## config.mk

```make
export PLATFORM = sky130hd
export DESIGN_NAME = websocket_frame_decoder_top
export DESIGN_NICKNAME = d
export VERILOG_FILES = /design/src/wsfd_pkg.sv /design/src/wsfd_in_stage.sv /design/src/wsfd_parser.sv /design/src/wsfd_out_stage.sv /design/src/websocket_frame_decoder_top.sv
export SDC_FILE = /design/constraint.sdc
export NUM_CORES = 1
export LEC_CHECK = 0
export BUFFER_PORTS_ARGS = -buffer_cell sky130_fd_sc_hd__buf_2
export CAP_MARGIN = 10
export CORE_ASPECT_RATIO = 1.5
export CORE_MARGIN = 3
export CORE_UTILIZATION = 55
export CTS_CLUSTER_SIZE = 14
export DETAILED_ROUTE_END_ITERATION = 16
export PLACE_DENSITY_LB_ADDON = 0.08
export SLEW_MARGIN = 10
export SYNTH_ARGS = -nofsm -noshare
export SYNTH_HDL_FRONTEND = slang
export SYNTH_SLANG_ARGS = --single-unit
```

## constraint.sdc

```tcl
create_clock -name clk -period 3.8 [get_ports clk]
set_clock_uncertainty 0.2 [all_clocks]
set_input_delay 0.19 -clock clk [delete_from_list [all_inputs] [get_ports clk]]
set_output_delay 0.19 -clock clk [all_outputs]
set_load 0.02 [all_outputs]
```

## src/wsfd_pkg.sv

```systemverilog
package wsfd_pkg;

	localparam int LEN_W = 64;
	localparam int KEY_W = 32;

	// parse phases
	localparam logic [2:0] PH_HDR0 = 3'd0;
	localparam logic [2:0] PH_HDR1 = 3'd1;
	localparam logic [2:0] PH_EXT  = 3'd2;
	localparam logic [2:0] PH_MASK = 3'd3;
	localparam logic [2:0] PH_PAY  = 3'd4;

	localparam logic [3:0] OP_CLOSE = 4'd8;
	localparam logic [3:0] OP_PING  = 4'd9;

	localparam logic [6:0] LEN_CODE_16 = 7'd126;
	localparam logic [6:0] LEN_CODE_64 = 7'd127;

	// extension counts hold bytes still to read minus one
	localparam logic [2:0] EXT16_LAST = 3'd1;
	localparam logic [2:0] EXT64_LAST = 3'd7;
	localparam logic [2:0] KEY_LAST   = 3'd3;

	localparam logic [6:0] CTRL_MAX_RESET = 7'd125;

	// result kinds
	localparam logic [1:0] KIND_DATA  = 2'd0;
	localparam logic [1:0] KIND_PONG  = 2'd1;
	localparam logic [1:0] KIND_CLOSE = 2'd2;
	localparam logic [1:0] KIND_ERROR = 2'd3;

	typedef struct packed {
		logic [7:0] data;
		logic       last;
	} wsfd_item_t;

	typedef struct packed {
		logic       valid;
		logic [1:0] kind;
		logic [7:0] data;
		logic       last;
		logic       closed;
	} wsfd_res_t;

endpackage

```

## src/wsfd_in_stage.sv

```systemverilog
module wsfd_in_stage
	import wsfd_pkg::*;
(
	input  logic       clk,
	input  logic       arst_n,
	input  logic       s_tvalid,
	output logic       s_tready,
	input  logic [7:0] s_tdata,
	input  logic       s_tlast,
	input  logic       adv,
	output logic       valid_s1,
	output wsfd_item_t item_s1
);

	assign s_tready = !valid_s1 || adv;

	always_ff @(posedge clk or negedge arst_n) begin
		if (!arst_n) begin
			valid_s1 <= 1'b0;
		end else if (s_tvalid && s_tready) begin
			valid_s1 <= 1'b1;
		end else if (adv) begin
			valid_s1 <= 1'b0;
		end
	end

	always_ff @(posedge clk) begin
		if (s_tvalid && s_tready) begin
			item_s1.data <= s_tdata;
			item_s1.last <= s_tlast;
		end
	end

endmodule

```

## src/wsfd_parser.sv

```systemverilog
module wsfd_parser
	import wsfd_pkg::*;
(
	input  logic       clk,
	input  logic       arst_n,
	input  logic       cfg_we,
	input  logic [6:0] cfg_wdata,
	input  logic       adv,
	input  wsfd_item_t item_s1,
	output wsfd_res_t  res,
	output logic       ended
);

	logic [6:0]       ctrl_max_q;
	logic [2:0]       phase_q, phase_nxt;
	logic [2:0]       ext_q, ext_nxt;
	logic [LEN_W-1:0] len_q, len_nxt;
	logic [KEY_W-1:0] key_q, key_nxt;
	logic [1:0]       midx_q, midx_nxt;
	logic             masked_q, masked_nxt;
	logic [3:0]       opcode_q, opcode_nxt;
	logic [LEN_W-1:0] rem_q, rem_nxt;
	logic             ended_q, ended_nxt;

	logic             hd_trig;
	logic [LEN_W-1:0] hd_len;
	logic [LEN_W-1:0] len_shift;
	logic [LEN_W-1:0] rem_dec;
	logic [7:0]       key_byte;
	logic [7:0]       pay;
	logic             pay_last;
	logic             too_long;
	logic [7:0]       b;

	assign b         = item_s1.data;
	assign len_shift = {len_q[LEN_W-9:0], b};
	assign rem_dec   = rem_q - LEN_W'(1);
	assign pay_last  = (rem_dec == '0);
	assign ended     = ended_q;

	always_comb begin
		case (midx_q)
			2'd0:    key_byte = key_q[31:24];
			2'd1:    key_byte = key_q[23:16];
			2'd2:    key_byte = key_q[15:8];
			default: key_byte = key_q[7:0];
		endcase
		pay = masked_q ? (b ^ key_byte) : b;
	end

	always_comb begin
		phase_nxt  = phase_q;
		ext_nxt    = ext_q;
		len_nxt    = len_q;
		key_nxt    = key_q;
		midx_nxt   = midx_q;
		masked_nxt = masked_q;
		opcode_nxt = opcode_q;
		rem_nxt    = rem_q;
		ended_nxt  = ended_q;
		hd_trig    = 1'b0;
		hd_len     = len_q;
		too_long   = 1'b0;
		res        = '0;

		if (!ended_q) begin
			case (phase_q)
				PH_HDR1: begin
					masked_nxt = b[7];
					len_nxt    = {{(LEN_W-7){1'b0}}, b[6:0]};
					if (b[6:0] == LEN_CODE_16) begin
						len_nxt   = '0;
						ext_nxt   = EXT16_LAST;
						phase_nxt = PH_EXT;
					end else if (b[6:0] == LEN_CODE_64) begin
						len_nxt   = '0;
						ext_nxt   = EXT64_LAST;
						phase_nxt = PH_EXT;
					end else if (b[7]) begin
						ext_nxt   = KEY_LAST;
						phase_nxt = PH_MASK;
					end else begin
						hd_trig = 1'b1;
						hd_len  = {{(LEN_W-7){1'b0}}, b[6:0]};
					end
				end
				PH_EXT: begin
					len_nxt = len_shift;
					if (ext_q == 3'd0) begin
						if (masked_q) begin
							ext_nxt   = KEY_LAST;
							phase_nxt = PH_MASK;
						end else begin
							hd_trig = 1'b1;
							hd_len  = len_shift;
						end
					end else begin
						ext_nxt = ext_q - 3'd1;
					end
				end
				PH_MASK: begin
					key_nxt = {key_q[KEY_W-9:0], b};
					if (ext_q == 3'd0) begin
						hd_trig = 1'b1;
					end else begin
						ext_nxt = ext_q - 3'd1;
					end
				end
				PH_PAY: begin
					midx_nxt = midx_q + 2'd1;
					rem_nxt  = rem_dec;
					if (pay_last) begin
						phase_nxt = PH_HDR0;
					end
					if (opcode_q < OP_CLOSE) begin
						res.valid = 1'b1;
						res.kind  = KIND_DATA;
						res.data  = pay;
						res.last  = pay_last;
					end else if (opcode_q == OP_PING) begin
						res.valid = 1'b1;
						res.kind  = KIND_PONG;
						res.data  = pay;
						res.last  = pay_last;
					end else if (opcode_q == OP_CLOSE && pay_last) begin
						ended_nxt = 1'b1;
						res.valid = 1'b1;
						res.kind  = KIND_CLOSE;
					end
				end
				default: begin
					opcode_nxt = b[3:0];
					phase_nxt  = PH_HDR1;
				end
			endcase

			// header complete: check control length, then start a nonzero payload or end on an empty close frame
			if (hd_trig) begin
				phase_nxt = PH_HDR0;
				midx_nxt  = 2'd0;
				too_long  = (opcode_q >= OP_CLOSE) &&
					((|hd_len[LEN_W-1:7]) || (hd_len[6:0] > ctrl_max_q));
				if (too_long) begin
					ended_nxt = 1'b1;
					res.valid = 1'b1;
					res.kind  = KIND_ERROR;
				end else if (hd_len == '0) begin
					if (opcode_q == OP_CLOSE) begin
						ended_nxt = 1'b1;
						res.valid = 1'b1;
						res.kind  = KIND_CLOSE;
					end
				end else begin
					rem_nxt   = hd_len;
					phase_nxt = PH_PAY;
				end
			end

			if (item_s1.last) begin
				ended_nxt = 1'b1;
			end
		end
		res.closed = ended_nxt;
	end

	always_ff @(posedge clk or negedge arst_n) begin
		if (!arst_n) begin
			ctrl_max_q <= CTRL_MAX_RESET;
		end else if (cfg_we) begin
			ctrl_max_q <= cfg_wdata;
		end
	end

	always_ff @(posedge clk or negedge arst_n) begin
		if (!arst_n) begin
			phase_q  <= PH_HDR0;
			ext_q    <= '0;
			len_q    <= '0;
			key_q    <= '0;
			midx_q   <= '0;
			masked_q <= 1'b0;
			opcode_q <= '0;
			rem_q    <= '0;
			ended_q  <= 1'b0;
		end else if (adv) begin
			phase_q  <= phase_nxt;
			ext_q    <= ext_nxt;
			len_q    <= len_nxt;
			key_q    <= key_nxt;
			midx_q   <= midx_nxt;
			masked_q <= masked_nxt;
			opcode_q <= opcode_nxt;
			rem_q    <= rem_nxt;
			ended_q  <= ended_nxt;
		end
	end

endmodule

```

## src/wsfd_out_stage.sv

```systemverilog
module wsfd_out_stage
	import wsfd_pkg::*;
(
	input  logic        clk,
	input  logic        arst_n,
	input  logic        adv,
	input  wsfd_res_t   res,
	output logic        m_tvalid,
	input  logic        m_tready,
	output logic [15:0] m_tdata,
	output logic [1:0]  m_tuser,
	output logic        m_tlast
);

	logic       valid_q;
	logic [1:0] kind_q;
	logic [7:0] data_q;
	logic       last_q;
	logic       closed_q;

	always_ff @(posedge clk or negedge arst_n) begin
		if (!arst_n) begin
			valid_q <= 1'b0;
		end else if (adv) begin
			valid_q <= res.valid;
		end else if (m_tready) begin
			valid_q <= 1'b0;
		end
	end

	always_ff @(posedge clk) begin
		if (adv) begin
			kind_q   <= res.kind;
			data_q   <= res.data;
			last_q   <= res.last;
			closed_q <= res.closed;
		end
	end

	assign m_tvalid = valid_q;
	assign m_tdata  = {7'b0, closed_q, data_q};
	assign m_tuser  = kind_q;
	assign m_tlast  = last_q;

endmodule

```

## src/websocket_frame_decoder_top.sv

```systemverilog
// websocket frame decoder: one received stream byte per transaction in, at most
// one decoded transaction out per byte
// s_tdata carries the raw byte, s_tlast marks the final byte the peer sends
// m_tdata[7:0] is the unmasked payload byte (zero for close and error),
// m_tdata[8] is stream_closed, m_tuser is the kind (data, pong, close, error)
// and m_tlast marks the final payload byte of a frame
// header bytes other than the last one of an over-long control or empty close header,
// dropped control payload and everything after the stream has ended produce no output transaction
// cfg_we/cfg_wdata load the largest accepted control frame length, write it
// only while the block is idle
// a result moves from the input register to the output register through the
// parse step, and the output register drives m_tvalid
// throughput: one byte per cycle while the output is not stalled, set by the
// combinational parse and unmask step between those two registers
// when m_tready is low with a result waiting the output register holds, and
// s_tready drops as soon as the input register is full until the result moves on
// reset clears the parser to expect a frame header and sets the length limit
// back to 125
module websocket_frame_decoder_top
	import wsfd_pkg::*;
(
	input  logic        clk,
	input  logic        arst_n,
	input  logic        cfg_we,
	input  logic [6:0]  cfg_wdata,
	input  logic        s_tvalid,
	output logic        s_tready,
	input  logic [7:0]  s_tdata,   // data_byte
	input  logic        s_tlast,
	output logic        m_tvalid,
	input  logic        m_tready,
	output logic [15:0] m_tdata,   // payload_byte, stream_closed, zero fill
	output logic [1:0]  m_tuser,   // kind
	output logic        m_tlast
);

	logic       valid_s1;
	wsfd_item_t item_s1;
	wsfd_res_t  res;
	logic       ended;
	logic       adv;

	assign adv = valid_s1 && (!m_tvalid || m_tready);

	wsfd_in_stage u_in (
		.clk      (clk),
		.arst_n   (arst_n),
		.s_tvalid (s_tvalid),
		.s_tready (s_tready),
		.s_tdata  (s_tdata),
		.s_tlast  (s_tlast),
		.adv      (adv),
		.valid_s1 (valid_s1),
		.item_s1  (item_s1)
	);

	wsfd_parser u_parser (
		.clk       (clk),
		.arst_n    (arst_n),
		.cfg_we    (cfg_we),
		.cfg_wdata (cfg_wdata),
		.adv       (adv),
		.item_s1   (item_s1),
		.res       (res),
		.ended     (ended)
	);

	wsfd_out_stage u_out (
		.clk      (clk),
		.arst_n   (arst_n),
		.adv      (adv),
		.res      (res),
		.m_tvalid (m_tvalid),
		.m_tready (m_tready),
		.m_tdata  (m_tdata),
		.m_tuser  (m_tuser),
		.m_tlast  (m_tlast)
	);

`ifndef ASSERT_OFF
	// once the stream has ended it stays ended until reset
	assert property (@(posedge clk) disable iff (!arst_n) ended |=> ended)
		else $error("stream end flag cleared");

	// a byte processed after the end yields no output
	assert property (@(posedge clk) disable iff (!arst_n) (ended && adv) |=> !m_tvalid)
		else $error("output after stream end");

	// close and error results always report the stream as closed, with zero data and m_tlast low
	assert property (@(posedge clk) disable iff (!arst_n)
		(m_tvalid && (m_tuser == KIND_CLOSE || m_tuser == KIND_ERROR))
		|-> (m_tdata[8] && !m_tlast && m_tdata[7:0] == 8'd0))
		else $error("close or error result malformed");

	// a full input register facing a stalled output must block new bytes
	assert property (@(posedge clk) disable iff (!arst_n)
		(valid_s1 && m_tvalid && !m_tready) |-> !s_tready)
		else $error("input accepted while pipeline is stalled");
`endif

endmodule
```

==> results_dict.tcl <==
set metrics [dict create \
    holdWs_ns 0.1334 \
    setup_viol 64 \
    min_period_ns 4.049 \
    crit_type "reg -> reg" \
    vias_per_cell 6.973 \
    start_util 0.5654 \
    place_congestion 1.111 \
    synth_top_cell_area_share 0.3691 \
    slew-limit-headroom 0.001797 \
    fin_cells 1847 \
    netlist_top_cells_count "177 x dfrtp_1, 120 x nand2_1, 118 x nor2_1" \
    startpoint_type "register" \
    grt_antenna_before_repair 0 \
    grt_pass1_wl_mm 73.38 \
    io_pins 42 \
    drv_cap 1 \
    wl_per_cell_um 27.29 \
    dpl_worst_slack_ns -0.5270 \
    netlist_area_um2 12000 \
    die_h_um 186.9 \
    route.detailed.drc 0 \
    hold_class "in -> async" \
    crit_required_ns 3.99 \
    grt_pass1_vias 12477 \
    ff2ff_setup_slack_ns -0.25 \
    first_pass_iters 6 \
    yosys_warnings 0 \
    fin_nets 1599 \
    p_per_area_nw_per_um2 749.6 \
    worstMarginPinSlew_ns 1.484 \
    synth-seq-area-share 0.4347 \
    hold_violations 0 \
    dpl.hpwl_mm 33.11 \
    synth_area_leaders "dfrtp_1 37%, edfxtp_1 5.3%, a22o_1 4.7%, nand2_1 3.8%, nor2_1 3.7%" \
    ctsHtreeMaxLevel 1 \
    grt_max_degree 99 \
    rows 65 \
    io_buffers 34 \
    slew_violations 0 \
    tns_ns -7.431 \
    drt-total-wl_mm 50.41 \
    syn_avg_cell_area_um2 9.211 \
    ir_worst_vdd_v 0.0004884 \
    rsz0062_at_grt "yes" \
    grt_usage 0.4013 \
    place_area_um2 13960 \
    areaGrowthSynthToFinish_pct 35.28 \
    cts-root-buf "clkbuf_16" \
    drive_above_1_share 0.3369 \
    crit_path_start "u_parser.ext_q[1]$_DFFE_PN0P_" \
    clk_pin_slew_ns 0.07 \
    synthArstFlopShare 0.8971 \
    fin_crit_sh 1.066 \
    clk_latency_ns 0.53 \
    critPathArrivalTime_ns 4.24 \
    violations "max-capacitance violations, negative setup slack" \
    vias 12880 \
    cts.path.max_buffers 3 \
    gr-total-overflow 0 \
    fmax_ghz 0.2470 \
    ant_nets 0 \
    synth_edf_count 21 \
    num-fill-cells 1475 \
    syn_inst 1303 \
    status "complete, but fails checks" \
    num_antenna_cells 0 \
    die_area_um2 23670 \
    stdcell_area_um2 16240 \
    placed_cells 1741 \
    reg2reg_to "u_parser.rem_q[40]$_DFFE_PN0P_" \
    cp-endpoint "u_parser.rem_q[40]$_DFFE_PN0P_" \
    crit_path_end_kind "register" \
    cts.sinks 204 \
    yosysUniqueCellTypes 78 \
    yosys.area.top_type "dfrtp_1" \
    core_area_um2 21230 \
    ys_ff_latch 204 \
    yosysMostFrequentCell "dfrtp_1" \
    cts-buffers-inserted 22 \
    synthFlopType "dfrtp_1" \
    worstReg2RegStart "u_parser.ext_q[1]$_DFFE_PN0P_" \
    crit_fanout 18 \
    drt_iter0_drc 1611 \
    worst_slack_ns -0.2491 \
    p_leak_nw 6.824 \
    die_x_um 126.6 \
    r2r.worst_path.cells 18 \
    cts_tree "built" \
]
-- through the flow --
stage                       util  power, W
final                     0.7649   0.01217
after global routing      0.7649   0.01264
after CTS                 0.7297   0.01135
after detailed placement  0.6578  0.008849
after global placement    0.6578  0.008774
after floorplan                -  0.006437
-- worst min-delay path by stage --
stage	endpoint	slack, ns	cells after the start
final	u_parser.rem_q[40]$_DFFE_PN0P_	0.13	2
after detailed placement	u_parser.rem_q[42]$_DFFE_PN0P_	0.15	1
after global routing	u_in.item_s1[1]$_DFFE_PP_	0.19	2
after CTS	u_parser.rem_q[40]$_DFFE_PN0P_	0.17	2
after global placement	u_parser.rem_q[42]$_DFFE_PN0P_	0.14	1
after floorplan	u_in.valid_s1$_DFFE_PN0P_	-0.31	0
-- power by group --
group          leakage (nW)  internal [W]  switching [W]  total [W]
logic                  3.91       0.00268        0.00355    0.00623
clock network         0.344       0.00120       0.000962    0.00216
registers              2.57       0.00290       0.000879    0.00378
-- state kept, by name, indices dropped and copies added (netlist names) --
name,cells
u_parser.key_q,32
u_out.m_tvalid,1
u_parser.len_q,64
u_parser.midx_q,2
u_parser.phase_q,3
u_parser.masked_q,1
u_parser.rem_q,64
u_out.closed_q,1
u_parser.ended,1
u_out.m_tuser,2
u_parser.opcode_q,4
u_parser.ctrl_max_q,7
u_out.data_q,8
u_out.m_tlast,1
u_parser.ext_q,3
u_in.item_s1,9
u_in.valid_s1,1
-- kinds of logic after synthesis --
| logic type | after synthesis | synth area share |
|---|---|---|
| compound gates | 352 | 0.2076 |
| mux | 39 | 0.03649 |
| simple gates | 534 | 0.2363 |
| other cells | 1 | 0.0003125 |
| flops | 204 | 0.4347 |
| buf+inv | 127 | 0.04629 |
| fa+ha+maj | 15 | 0.01564 |
| xor+xnor | 31 | 0.02262 |
-- metal layers --
metal	wire length, µm	track usage	up-vias	part of all wire
li1	-	-	5437	-
met1	16810	0.4420	6221	0.33
met2	24230	0.6762	878	0.48
met3	3969	0.07400	344	0.079
met4	5397	0.3072	0	0.11
met5	0	0	-	0
-- placed cells by master (no fill, tap or decap), drive strengths merged, types with 5 or more instances in the layout --
master         n
nor4          57
a21oi         81
or2           10
or4            8
and3          40
o31ai          5
nand3         35
clkinv         8
edfxtp        21
o21ai         51
xnor2         15
mux2          38
nor2b         10
or3           15
nand4         24
ha            15
a222oi         8
clkbuf        34
a221oi        11
dfstp          6
nor3          55
nand2b        11
a31oi          6
nand2        121
conb           7
a211oi        54
inv           25
nor2         118
dfrtp        177
dlygate4sd3   33
a311oi        28
a22o          64
nor4b          7
o22ai         12
a2111oi        5
buf          294
xor2          16
-- area by class of cell --
cell class | count | area, µm² | area share
Clock buffer | 28 | 603.1 | 0.03715
Clock inverter | 12 | 107.6 | 0.006628
Inverter | 24 | 90.09 | 0.005549
Multi-Input combinational cell | 978 | 7117 | 0.4383
Sequential cell | 204 | 5223 | 0.3217
Tap cell | 268 | 335.3 | 0.02065
Timing Repair Buffer | 333 | 2760 | 0.1700
-- worst max-delay path: stages (launching register included) --
cell	delay (ns)
dfrtp_1	0.39
inv_2	0.09
ha_4	0.12
and4bb_2	0.28
nand2_4	0.08
and2_4	0.20
nand2_2	0.07
nand2_2	0.08
ha_4	0.22
nor2b_1	0.14
o21a_1	0.21
o21bai_1	0.21
a31oi_2	0.17
o41ai_4	0.45
nand3_2	0.14
buf_8	0.19
buf_12	0.18
a211oi_4	0.36
a311oi_2	0.10
-- repair_timing --
action / CTS / global route
buffers inserted: 16 / 9
hold buffers: 33 / 0
gates resized for setup: 66 / 106
pin swaps: 21 / 43
setup endpoints to repair: 65 / 71
hold endpoints to repair: 108 / 0
gates cloned: 2 / 6
(Power assumes the default switching activity.)
